--- src/rtl/core/npl_pkg.sv ---
// ----------------------------------------------------------------------------
// npl_pkg
// Types, codes and constants shared by the nearest point lookup block.
// ----------------------------------------------------------------------------
package npl_pkg;

    localparam int NPL_CAPACITY = 1024;
    localparam int POS_W        = 32;
    localparam int NUM_W        = 11;

    // request kinds
    localparam logic [1:0] KIND_CLEAR = 2'd0;
    localparam logic [1:0] KIND_LOAD  = 2'd1;
    localparam logic [1:0] KIND_QUERY = 2'd2;
    localparam logic [1:0] KIND_RSVD  = 2'd3;

    typedef struct packed {
        logic [1:0]              kind;
        logic signed [POS_W-1:0] position;
    } t_in_item;

    typedef struct packed {
        logic [NUM_W-1:0] point_number;
        logic             no_entries;
    } t_out_item;

    // one table slot
    typedef struct packed {
        logic signed [POS_W-1:0] pos;
        logic [NUM_W-1:0]        num;
    } t_entry;

    // controller to datapath
    typedef struct packed {
        logic clear;
        logic start_load;
        logic start_query;
        logic ld_rd;
        logic ld_shift;
        logic ld_place;
        logic q_rd;
        logic q_step;
        logic q_setr;
        logic q_rdl;
        logic q_rdr;
        logic q_out;
    } t_cmd;

    // datapath to controller
    typedef struct packed {
        logic full;
        logic empty;
        logic idx_zero;
        logic rd_gt;
        logic lo_eq_hi;
        logic out_free;
    } t_stat;

endpackage

--- src/rtl/core/npl_ctrl.sv ---
// ----------------------------------------------------------------------------
// npl_ctrl
// Sequencer for clear, insertion load and binary search query.
// ----------------------------------------------------------------------------
module npl_ctrl (
    input  logic            i_clk,
    input  logic            i_rst_n,
    input  logic            i_in_valid,
    input  logic [1:0]      i_kind,
    input  npl_pkg::t_stat  i_stat,
    output logic            o_in_ready,
    output npl_pkg::t_cmd   o_cmd
);
    import npl_pkg::*;

    typedef enum logic [8:0] {
        S_IDLE   = 9'b000000001,
        S_LD_RD  = 9'b000000010,
        S_LD_CMP = 9'b000000100,
        S_Q_RD   = 9'b000001000,
        S_Q_CMP  = 9'b000010000,
        S_Q_FIN  = 9'b000100000,
        S_Q_RDL  = 9'b001000000,
        S_Q_RDR  = 9'b010000000,
        S_Q_SEL  = 9'b100000000
    } t_state;

    t_state r_state, n_state;
    logic   accept;

    assign o_in_ready = (r_state == S_IDLE);
    assign accept     = i_in_valid && o_in_ready;

    // next state and commands
    always_comb begin
        n_state = r_state;
        o_cmd   = '0;
        unique case (r_state)
            S_IDLE: begin
                if (accept) begin
                    case (i_kind)
                        KIND_CLEAR: o_cmd.clear = 1'b1;
                        KIND_LOAD: begin
                            if (!i_stat.full) begin
                                o_cmd.start_load = 1'b1;
                                n_state = S_LD_RD;
                            end
                        end
                        KIND_QUERY: begin
                            o_cmd.start_query = 1'b1;
                            n_state = i_stat.empty ? S_Q_SEL : S_Q_RD;
                        end
                        default: n_state = S_IDLE;
                    endcase
                end
            end
            S_LD_RD: begin
                if (i_stat.idx_zero) begin
                    o_cmd.ld_place = 1'b1;
                    n_state = S_IDLE;
                end else begin
                    o_cmd.ld_rd = 1'b1;
                    n_state = S_LD_CMP;
                end
            end
            S_LD_CMP: begin
                if (i_stat.rd_gt) begin
                    o_cmd.ld_shift = 1'b1;
                    n_state = S_LD_RD;
                end else begin
                    o_cmd.ld_place = 1'b1;
                    n_state = S_IDLE;
                end
            end
            S_Q_RD: begin
                if (i_stat.lo_eq_hi) begin
                    n_state = S_Q_FIN;
                end else begin
                    o_cmd.q_rd = 1'b1;
                    n_state = S_Q_CMP;
                end
            end
            S_Q_CMP: begin
                o_cmd.q_step = 1'b1;
                n_state = S_Q_RD;
            end
            S_Q_FIN: begin
                o_cmd.q_setr = 1'b1;
                n_state = S_Q_RDL;
            end
            S_Q_RDL: begin
                o_cmd.q_rdl = 1'b1;
                n_state = S_Q_RDR;
            end
            S_Q_RDR: begin
                o_cmd.q_rdr = 1'b1;
                n_state = S_Q_SEL;
            end
            S_Q_SEL: begin
                if (i_stat.out_free) begin
                    o_cmd.q_out = 1'b1;
                    n_state = S_IDLE;
                end
            end
            default: n_state = S_IDLE;
        endcase
    end

    // state register
    always_ff @(posedge i_clk) begin
        if (!i_rst_n) begin
            r_state <= S_IDLE;
        end else begin
            r_state <= n_state;
        end
    end

endmodule

--- config.mk ---
export PLATFORM = sky130hd
export DESIGN_NAME = npl_ctrl
export DESIGN_NICKNAME = d
export VERILOG_FILES = /design/src/rtl/core/npl_pkg.sv /design/src/rtl/core/npl_ctrl.sv
export SDC_FILE = /design/constraint.sdc
export NUM_CORES = 1
export LEC_CHECK = 0
export ABC_AREA = 1
export BUFFER_PORTS_ARGS = -buffer_cell sky130_fd_sc_hd__buf_2
export CAP_MARGIN = 25
export CORE_UTILIZATION = 50
export CTS_BUF_LIST = sky130_fd_sc_hd__clkbuf_2 sky130_fd_sc_hd__clkbuf_4 sky130_fd_sc_hd__clkbuf_8
export CTS_CLUSTER_SIZE = 14
export DETAILED_ROUTE_END_ITERATION = 6
export PLACE_DENSITY_LB_ADDON = 0.1
export SLEW_MARGIN = 20
export SYNTH_ARGS = -nofsm -noshare
export SYNTH_HDL_FRONTEND = slang
export SYNTH_SLANG_ARGS = --single-unit
export TNS_END_PERCENT = 50
--- constraint.sdc ---
create_clock -name i_clk -period 2.5 [get_ports i_clk]
set_input_delay 0.5 -clock i_clk [delete_from_list [all_inputs] [get_ports i_clk]]
set_output_delay 0.5 -clock i_clk [all_outputs]
set_load 0.005 [all_outputs]
After elaboration in Yosys (flattened, before gate mapping)
Cells that the tools add are included.

word-level totals
  flip-flop bits (word level) = 9
  input port bits = 11
  output and inout port bits = 13
  logic and storage cells = 49

operators by class
  eq/ne operators = 15
  multiplexer cells = 30
  reduce and logical (&&, ||, !) cells = 3

operators with widths
  operator                                               count
  one-hot mux 9 bit (9 select lines)                     1
  two-way mux 9 bit                                      4
  one-hot mux 9 bit (3 select lines)                     1
  two-way mux 1 bit                                      18
  == test 9 x 1 -> 1 bit, second input constant          1
  == test 9 x 2 -> 1 bit, second input constant          1
  == test 9 x 3 -> 1 bit, second input constant          1
  == test 9 x 4 -> 1 bit, second input constant          1
  == test 9 x 5 -> 1 bit, second input constant          1
  == test 9 x 6 -> 1 bit, second input constant          1
  == test 9 x 7 -> 1 bit, second input constant          1
  == test 9 x 8 -> 1 bit, second input constant          1
  == test 9 bit, second input constant                   1
  two-way mux 3 bit                                      3
  two-way mux 6 bit                                      1
  inequality test 2 bit, second input constant           2
  AND reduction 4 bit                                    1
  inequality test 3 bit, second input constant           1
  == test 2 x 1 -> 1 bit, second input constant          1
  == test 2 bit, second input constant                   1
  logical NOT 2 bit                                      1
  two-way mux 2 bit                                      1
  inequality test 2 x 1 -> 1 bit, second input constant  1
  one-hot mux 1 bit (2 select lines)                     1
  logical AND 1 bit                                      1

Logic depth before layout (Yosys ltp)
Gate-level depths: netlist of the first run.

  depth after elaboration = 4
  mapped depth = 10
  depth with buffers taken out = 10

Least setup slack after synthesis of the first run
OpenSTA, ideal clock, no wires.

  kind = register to output
  from = register r_state[4]
  to = output o_cmd[10] (netlist bit)
  arrival = 1032 ps
  required time = 2000 ps
  setup slack = 968 ps
  stages on the path, launching flop included = 6
  buffers on the path = 0
  path through = dfxtp_1 nor2_4 nand3_4 nor2_8 nand2_1 nor3b_2

RTL lines
  what                      line             source
  start: declaration        npl_ctrl.sv:28   t_state r_state, n_state;
  start signal: assignment  npl_ctrl.sv:114  r_state <= n_state;
  end: declaration          npl_ctrl.sv:12   output npl_pkg::t_cmd o_cmd

==> results_dict.tcl, run 1 <==
set metrics [dict create \
    grt-ovfl-total 0 \
    final_common_cell "buf_2" \
    internal_power_w 0.0003121 \
    numCtsBuffers 3 \
    irDropWorstVdd_mv 0.3801 \
    routed_wl_mm 1.515 \
    stdcell_area_um2 938.4 \
    start_util 0.5669 \
    clock.fmax_mhz 506.6 \
    cp_cell_sequence "nor2_4, nand3_4, nor2_8, nand2_1, nor3b_2, buf_2" \
    drv_cap 0 \
    top_register "r_state" \
    powerDensity_mw_per_mm2 556.4 \
    synthDominantCellAreaShare 0.2326 \
    place_ws_ns 0.7991 \
    avgSynthCellArea_um2 7.238 \
    port_buffers 23 \
    synth_cells 107 \
    place_congestion 0.8320 \
    crit_type "register to output port" \
    largest_reg_flops 9 \
    numClockSinks 9 \
    tns_ns 0 \
    die_area_mm2 0.001710 \
    detail-route-antenna-nets 0 \
    finalWorstPathRequiredPeriod_ns 1.974 \
    power.leakage_nw 0.5009 \
    r2r_setup_slack_ns 1.12 \
    synth_area_leaders "dfxtp_1 (23%), inv_1 (11%), nand2_1 (8.2%)" \
    cts-hold-fix-buffers 0 \
    crit_path_end_kind "output port" \
    seq_area_frac_synth 0.2326 \
    synth_warnings 0 \
    synth.distinct_cells 25 \
    reg_top3 "r_state x9" \
    route.detailed.drc 0 \
    arrival_ns 1.47 \
    dp_hpwl_mm 1.270 \
    worstPathRequired_ns 2.00 \
    fill_cells 142 \
    placed_area_um2 908.4 \
    die_h_um 41.36 \
    syn_area_um2 774.5 \
    grt_usage 0.2053 \
    clockBufferDepth 2 \
    pwr-share-clk 0.239 \
    cts_root_buf "clkbuf_4" \
    endpoint "o_cmd[10]" \
    fin_crit_sh 0.7895 \
    power_frac_comb 0.443 \
    seq_power_share 0.318 \
    synthArstFlopShare 0 \
    drt_iter0_markers 12 \
    setup_violations 0 \
    ctsResizeCount 0 \
    antenna_cells 0 \
    final_cell_mix "buf_2 (23), inv_1 (22), nand2_1 (17), nor2_1 (15), dfxtp_1 (9)" \
    wl_per_cell_um 10.17 \
    path_clk_slew_ns 0.06 \
    status "finished, final reports clean" \
    clock_latency_ns 0.27 \
    hold_path_class "input pin to register" \
    power.switching_w 0.0002100 \
    rsz0062_at_grt "no" \
    core_mm2 0.001366 \
    final_core_util 0.6868 \
    grt_pass1_wl_mm 2.242 \
    switching_share 0.4022 \
    worstPathMaxFanout 8 \
    slew_violations 0 \
    rr_worst_depth 8 \
    layout.nets 150 \
    cp-start-kind "register" \
    first_pass_iters 4 \
    cpMaxStageDelayCell "dfxtp_1" \
    fp.dieW_um 41.36 \
    cts_tree "done" \
    grt_max_degree 9 \
    h-tree-depth 1 \
    max-slew-margin-rel 0.7800 \
    synth_nets 122 \
    drive_above_1_share 0.3582 \
    antenna_found_initial 0 \
    fin_ws_ns 0.5262 \
    critPathLaunch "r_state[4]" \
    cts_setup_buffers 0 \
    route.vias.total 742 \
    synth_edf_count 0 \
    pin_count 24 \
    reg2reg_to "r_state[0]" \
    yosys.area.top_type "dfxtp_1" \
    finalHoldViolations 0 \
    hp-start "i_stat[1]" \
    yosys_most_used_dff "dfxtp_1" \
    timing.rr.start "r_state[0]" \
    via_per_inst 4.980 \
    area_growth_syn_to_layout_pct 21.16 \
    synth_seq_cells 9 \
    slowest_delay_ns 0.34 \
    first_global_vias 567 \
    power_w 0.0005221 \
    rows 13 \
    fin_worst_skew_ns 0.005187 \
    worst_slew_pin_slew_ns 0.3296 \
]
-- worst min path at each step --
| stage | endpoint | slack [ns] | cells after the start |
|---|---|---|---|
| 3_5_place_dp | r_state[7] | 0.63 | 4 |
| 4_1_cts | r_state[4] | 0.43 | 2 |
| 5_1_grt | r_state[4] | 0.44 | 2 |
| 2_1_floorplan | r_state[4] | 0.57 | 1 |
| 3_3_place_gp | r_state[7] | 0.62 | 4 |
| 6_report | r_state[4] | 0.44 | 2 |
-- metrics by stage --
step,hold WS (ns),instances
floorplan,0.5710,107
global placement,0.6155,145
detailed placement,0.6266,145
CTS,0.4324,149
global route,0.4380,149
finish,0.4423,149
-- routing by layer --
layer,vias to the layer above,part of all wire,GRT usage
li1,393,-,-
met1,325,0.46,0.2298
met2,22,0.47,0.3633
met3,2,0.059,0.07979
met4,0,0.0099,0.04839
met5,-,0,0
-- power by group through the flow --
stage          registers, W  clock network (W)  logic [W]
2_1_floorplan      0.000167                  0   0.000181
3_3_place_gp       0.000168                  0   0.000230
3_5_place_dp       0.000170                  0   0.000232
4_1_cts            0.000166           0.000128   0.000232
5_1_grt            0.000168           0.000134   0.000255
6_report           0.000166           0.000125   0.000231
-- worst max-delay path, delay by kind of cell, from the launching register on --
family | cells | cell delay (ns)
DFF | 1 | 0.34
buffers and inverters | 1 | 0.12
and+or+nand+nor | 5 | 0.74
-- layout make-up --
type / count / area [um2] / share of cell area
repair buffers: 23 / 115.1 / 0.1227
multi-input cells: 75 / 508.0 / 0.5413
clock buffers: 4 / 30.03 / 0.03200
inverters: 23 / 86.33 / 0.09200
well taps: 15 / 18.77 / 0.02000
flip-flops and latches: 9 / 180.2 / 0.1920
-- logic make-up (layout without fill, tap and decap cells) --
logic type,after synthesis,count (layout),synth area share
simple gates,64,64,0.5267
buf+inv,23,50,0.1115
flops,9,9,0.2326
compound gates,7,7,0.06461
fa+ha+maj,4,4,0.06462
-- cell usage after synthesis, types with 2 or more instances --
master and number:
nor2_2 3, a211oi_2 2, nand3_4 2, nor3_1 2
nand2_4 2, ha_1 4, nand2_1 17, a21oi_1 4
nand3_1 8, dfxtp_1 9, nor3b_2 2, nor2_4 3
nor2_1 15, inv_1 22, or2_1 2
Power figures use the tool's default switching activity.
==> inputs of run 2 (changes only) <==
--- a/config.mk
+++ b/config.mk
@@ -8,7 +8,7 @@
 export ABC_AREA = 1
 export BUFFER_PORTS_ARGS = -buffer_cell sky130_fd_sc_hd__buf_2
 export CAP_MARGIN = 25
-export CORE_UTILIZATION = 50
+export CORE_UTILIZATION = 47
 export CTS_BUF_LIST = sky130_fd_sc_hd__clkbuf_2 sky130_fd_sc_hd__clkbuf_4 sky130_fd_sc_hd__clkbuf_8
 export CTS_CLUSTER_SIZE = 14
 export DETAILED_ROUTE_END_ITERATION = 6
==> constraint.sdc (replaced) <==
create_clock -name i_clk -period 1.7 [get_ports i_clk]
set_input_delay 0.34 -clock i_clk [delete_from_list [all_inputs] [get_ports i_clk]]
set_output_delay 0.34 -clock i_clk [all_outputs]
set_load 0.005 [all_outputs]
==> run 2 against run 1 <==
The flow now finishes with violations (negative setup slack). Via count up 5.9%. Sequential power up 50%. Sequential share of layout area down 0.88 points. Final area up 11%. Critical path depth unchanged. Non-clock buffer count up 9. Sequential cell count unchanged. First-iteration DRC count down 67%. Worst hold slack worse by 0.17 ns. Wire length up 17%. Highest routed layer unchanged.
==> results_dict.tcl, run 2 (synthesized netlist as in run 1, its figures left out) <==
set metrics [dict create \
    setup_violations 1 \
    wl_per_cell_um 11.18 \
    fin_worst_skew_ns 0.002261 \
    grt-ovfl-total 0 \
    detail-route-antenna-nets 0 \
    max-slew-margin-rel 0.7886 \
    cp-start-kind "register" \
    power.leakage_nw 0.5482 \
    drv_cap 0 \
    area_growth_syn_to_layout_pct 34.89 \
    core_mm2 0.001524 \
    die_area_mm2 0.001814 \
    final_core_util 0.6856 \
    grt_max_degree 8 \
    timing.rr.start "r_state[6]" \
    place_ws_ns 0.1442 \
    status "finished, violations left" \
    path_clk_slew_ns 0.06 \
    powerDensity_mw_per_mm2 829.6 \
    largest_reg_flops 9 \
    layout.nets 159 \
    power_w 0.0008667 \
    fp.dieW_um 42.60 \
    drt_iter0_markers 4 \
    dp_hpwl_mm 1.272 \
    rsz0062_at_grt "yes" \
    clock_latency_ns 0.26 \
    final_cell_mix "buf_2 (23), inv_1 (20), nor2_1 (14), nand2_1 (13)" \
    worstPathMaxFanout 4 \
    antenna_found_initial 0 \
    cts_root_buf "clkbuf_4" \
    clockBufferDepth 2 \
    fin_ws_ns -0.02116 \
    arrival_ns 1.38 \
    routed_wl_mm 1.777 \
    top_register "r_state" \
    rows 14 \
    pin_count 24 \
    via_per_inst 4.943 \
    fill_cells 140 \
    route.vias.total 786 \
    antenna_cells 0 \
    crit_path_end_kind "output port" \
    finalWorstPathRequiredPeriod_ns 1.721 \
    place_congestion 0.8782 \
    crit_type "register to output port" \
    grt_usage 0.2218 \
    reg_top3 "r_state x9" \
    die_h_um 42.60 \
    first_pass_iters 4 \
    route.detailed.drc 0 \
    tns_ns -0.02116 \
    first_global_vias 751 \
    hp-start "i_stat[1]" \
    worstPathRequired_ns 1.36 \
    hold_ws_ns 0.2766 \
    numCtsBuffers 3 \
    critPathLaunch "r_state[2]" \
    h-tree-depth 1 \
    numClockSinks 9 \
    slew_violations 0 \
    violations "negative setup slack" \
    worst_slew_pin_slew_ns 0.3168 \
    hold_path_class "input pin to register" \
    port_buffers 23 \
    start_util 0.5082 \
    fin_crit_sh 1.012 \
    clock.fmax_mhz 581.0 \
    irDropWorstVdd_mv 0.6116 \
    cts_tree "done" \
    drive_above_1_share 0.4965 \
    finalHoldViolations 0 \
    final_common_cell "buf_2" \
    grt_pass1_wl_mm 2.973 \
]
[run 2: stage by stage]
| step | cells | area, um2 |
|---|---|---|
| 6_report | 159 | 1045 |
| 5_1_grt | 159 | 1045 |
| 4_1_cts | 157 | 1006 |
| 3_5_place_dp | 146 | 909.6 |
| 3_3_place_gp | 146 | 909.6 |
| 2_1_floorplan | 107 | 774.5 |
[run 2: worst paths after layout]
| path | to | slack, ns | depth (start not counted) |
|---|---|---|---|
| worst max-delay path | o_cmd[10] | -0.02 | 6 |
| worst max register to register | r_state[0] | 0.30 | 10 |
| worst min register to register | r_state[7] | 0.62 | 3 |
| worst min-delay path | r_state[4] | 0.28 | 2 |
[run 2: layer usage]
layer  up-vias  wire length, um  global-route usage
met1       352              745              0.2342
met4         0               36              0.1000
li1        408                -                   -
met3         4              101             0.07328
met2        22              894              0.3938
met5         -                0                   0
[run 2: area by class of cell]
cell class                      instances  area (um2)  share of cell area
Multi-Input combinational cell         75       530.5              0.5078
Sequential cell                         9       191.4              0.1832
Timing Repair Buffer                   32       186.4              0.1784
Inverter                               23       86.33             0.08263
Clock buffer                            4       30.03             0.02874
Tap cell                               16       20.02             0.01916
[run 2: worst max-delay path, cell delays in order, from the launching register on]
cell,delay [ns]
dfxtp_2,0.34
nor2_4,0.16
nand3_4,0.12
nor2_8,0.15
nand2_2,0.08
nor3b_2,0.15
buf_2,0.13
[run 2: report_power, final]
group / total, W / leakage, nW / internal, W / switching, W
Combinational: 0.000434 / 0.454 / 0.000185 / 0.000249
Sequential: 0.000249 / 0.0761 / 0.000228 / 0.0000214
Clock: 0.000184 / 0.0184 / 0.000107 / 0.0000770
Total: 0.000867 / 0.548 / 0.000519 / 0.000347
[run 2: repair_timing]
action	CTS	global route
gates resized for setup	7	11
hold buffers	0	0
endpoints found under the setup margin	6	9
buffers inserted	7	2
pin swaps	6	6
==> inputs of run 3 (changes only) <==
--- a/config.mk
+++ b/config.mk
@@ -8,8 +8,7 @@
 export ABC_AREA = 1
 export BUFFER_PORTS_ARGS = -buffer_cell sky130_fd_sc_hd__buf_2
 export CAP_MARGIN = 25
-export CORE_UTILIZATION = 47
-export CTS_BUF_LIST = sky130_fd_sc_hd__clkbuf_2 sky130_fd_sc_hd__clkbuf_4 sky130_fd_sc_hd__clkbuf_8
+export CORE_UTILIZATION = 44
 export CTS_CLUSTER_SIZE = 14
 export DETAILED_ROUTE_END_ITERATION = 6
 export PLACE_DENSITY_LB_ADDON = 0.1
==> run 3 against run 2 <==
The run ends with design-rule violations, negative setup slack left. Die area up 6.5%. Sequential power up 2%. Final area rose by 1.8%. Setup slack lost 0.0033 ns. Maximum frequency fell by 0.19%. Critical endpoint is now o_cmd[4].
==> results_dict.tcl, run 3 (synthesized netlist as in run 1, its figures left out) <==
set metrics [dict create \
    status "finished, violations left" \
    violations "design-rule violations, negative setup slack" \
    die_h_um 43.96 \
    top_layer "met4" \
    worst_slew_pin_slew_ns 0.3121 \
    drive_above_1_share 0.5105 \
    area_growth_syn_to_layout_pct 37.32 \
    tns_ns -0.1013 \
    worstPathMaxFanout 7 \
    clock.fmax_mhz 579.9 \
    largest_reg_flops 9 \
    cts_root_buf "clkbuf_4" \
    fin_worst_skew_ns 0.005208 \
    wl_met3_um 125 \
    start_util 0.4913 \
    numClockSinks 9 \
    path_clk_slew_ns 0.06 \
    fill_cells 130 \
    detail-route-antenna-nets 0 \
    hold_path_class "input pin to register" \
    power.leakage_nw 0.5483 \
    pwr-share-clk 0.188 \
    arrival_ns 1.38 \
    clock_latency_ns 0.27 \
    drt_iter0_markers 27 \
    fin_crit_sh 1.014 \
    h-tree-depth 1 \
    first_global_vias 712 \
    route.vias.total 785 \
    routed_wl_mm 1.941 \
    rsz0062_at_grt "yes" \
    via_per_inst 4.937 \
    cts_tree "done" \
    rows 14 \
    hold_ws_ns 0.2837 \
    wl_per_cell_um 12.21 \
    seq_power_share 0.282 \
    layout.nets 159 \
    route.detailed.drc 2 \
    final_cell_mix "buf_2 (23), inv_1 (20), nor2_1 (13), nand2_1 (12)" \
    grt_max_degree 8 \
    finalWorstPathRequiredPeriod_ns 1.724 \
    top_register "r_state" \
    placed_area_um2 909.6 \
    rr_worst_depth 9 \
    powerDensity_mw_per_mm2 847.1 \
    worstPathRequired_ns 1.36 \
    switching_share 0.4060 \
    drt-met1-wl_um 813 \
    crit_path_end_kind "output port" \
    numCtsBuffers 3 \
    power.switching_w 0.0003658 \
    drv_cap 0 \
    internal_power_w 0.0005351 \
    first_pass_iters 6 \
    port_buffers 23 \
    max-slew-margin-rel 0.7917 \
    final_common_cell "buf_2" \
    stdcell_area_mm2 0.001064 \
    crit_type "register to output port" \
    finalHoldViolations 0 \
    irDropWorstVdd_mv 0.6856 \
    cp-start-kind "register" \
    dp_hpwl_mm 1.291 \
    wl_met2_um 986 \
    grt_pass1_wl_mm 2.904 \
    ff_latch_area_um2 190.2 \
    antenna_cells 0 \
    pin_count 24 \
    setup_violations 7 \
    hold_depth 2 \
    multiInputGateArea_um2 550.5 \
    place_congestion 0.8258 \
    clockBufferDepth 2 \
    grt_usage 0.2050 \
    die_area_mm2 0.001932 \
    grt-ovfl-total 0 \
    fin_ws_ns -0.02445 \
    reg_top3 "r_state x9" \
    fp.dieW_um 43.96 \
    cts-hold-fix-buffers 0 \
    antenna_found_initial 0 \
    power_frac_comb 0.530 \
    slew_violations 0 \
    core_mm2 0.001577 \
]
-- run 3: layout make-up --
type,instances,share of cell area
inverter,23,0.08118
timing repair buffer,32,0.1788
sequential,9,0.1788
multi-input combinational,75,0.5176
tap,16,0.01882
clock buffer,4,0.02471
-- run 3: power groups by stage --
stage	Clock [W]	Sequential (W)	Combinational, W
floorplan	0	0.000246	0.000266
global placement	0	0.000248	0.000341
detailed placement	0	0.000249	0.000342
CTS	0.000173	0.000253	0.000422
global route	0.000181	0.000256	0.000525
finish	0.000169	0.000254	0.000478
-- run 3: worst max-delay path, stage by stage (launching register included) --
cell     delay, ns
dfxtp_4       0.37
nor2_4        0.20
nand3_4       0.13
or2_4         0.28
inv_2         0.04
buf_2         0.09
-- run 3: path summary, 6_finish.rpt --
kind / startpoint / to / slack (ns)
min reg2reg: r_state[7] / r_state[7] / 0.60
min: i_stat[1] / r_state[4] / 0.28
max reg2reg: r_state[3] / r_state[0] / 0.27
max: r_state[0] / o_cmd[4] / -0.02
-- run 3: per-stage QoR --
step,utilization,cells,setup WS [ns],power (W)
2_1_floorplan,-,107,0.3280,0.0005117
3_3_place_gp,0.5770,146,0.1908,0.0005887
3_5_place_dp,0.5770,146,0.1409,0.0005910
4_1_cts,0.6444,156,-0.004763,0.0008482
5_1_grt,0.6746,159,-0.1095,0.0009621
6_report,0.6746,159,-0.02445,0.0009009
-- run 3: repair_timing --
action	in CTS	in global routing
buffers inserted	6	3
endpoints found under the setup margin	8	11
resized for setup	15	8
pin swaps	9	3
-- run 3: per-layer routing --
layer  GRT usage  vias up
met5           0        -
met4     0.09091        0
met3     0.02917        3
met2      0.3463       35
met1      0.2576      342
li1            -      405
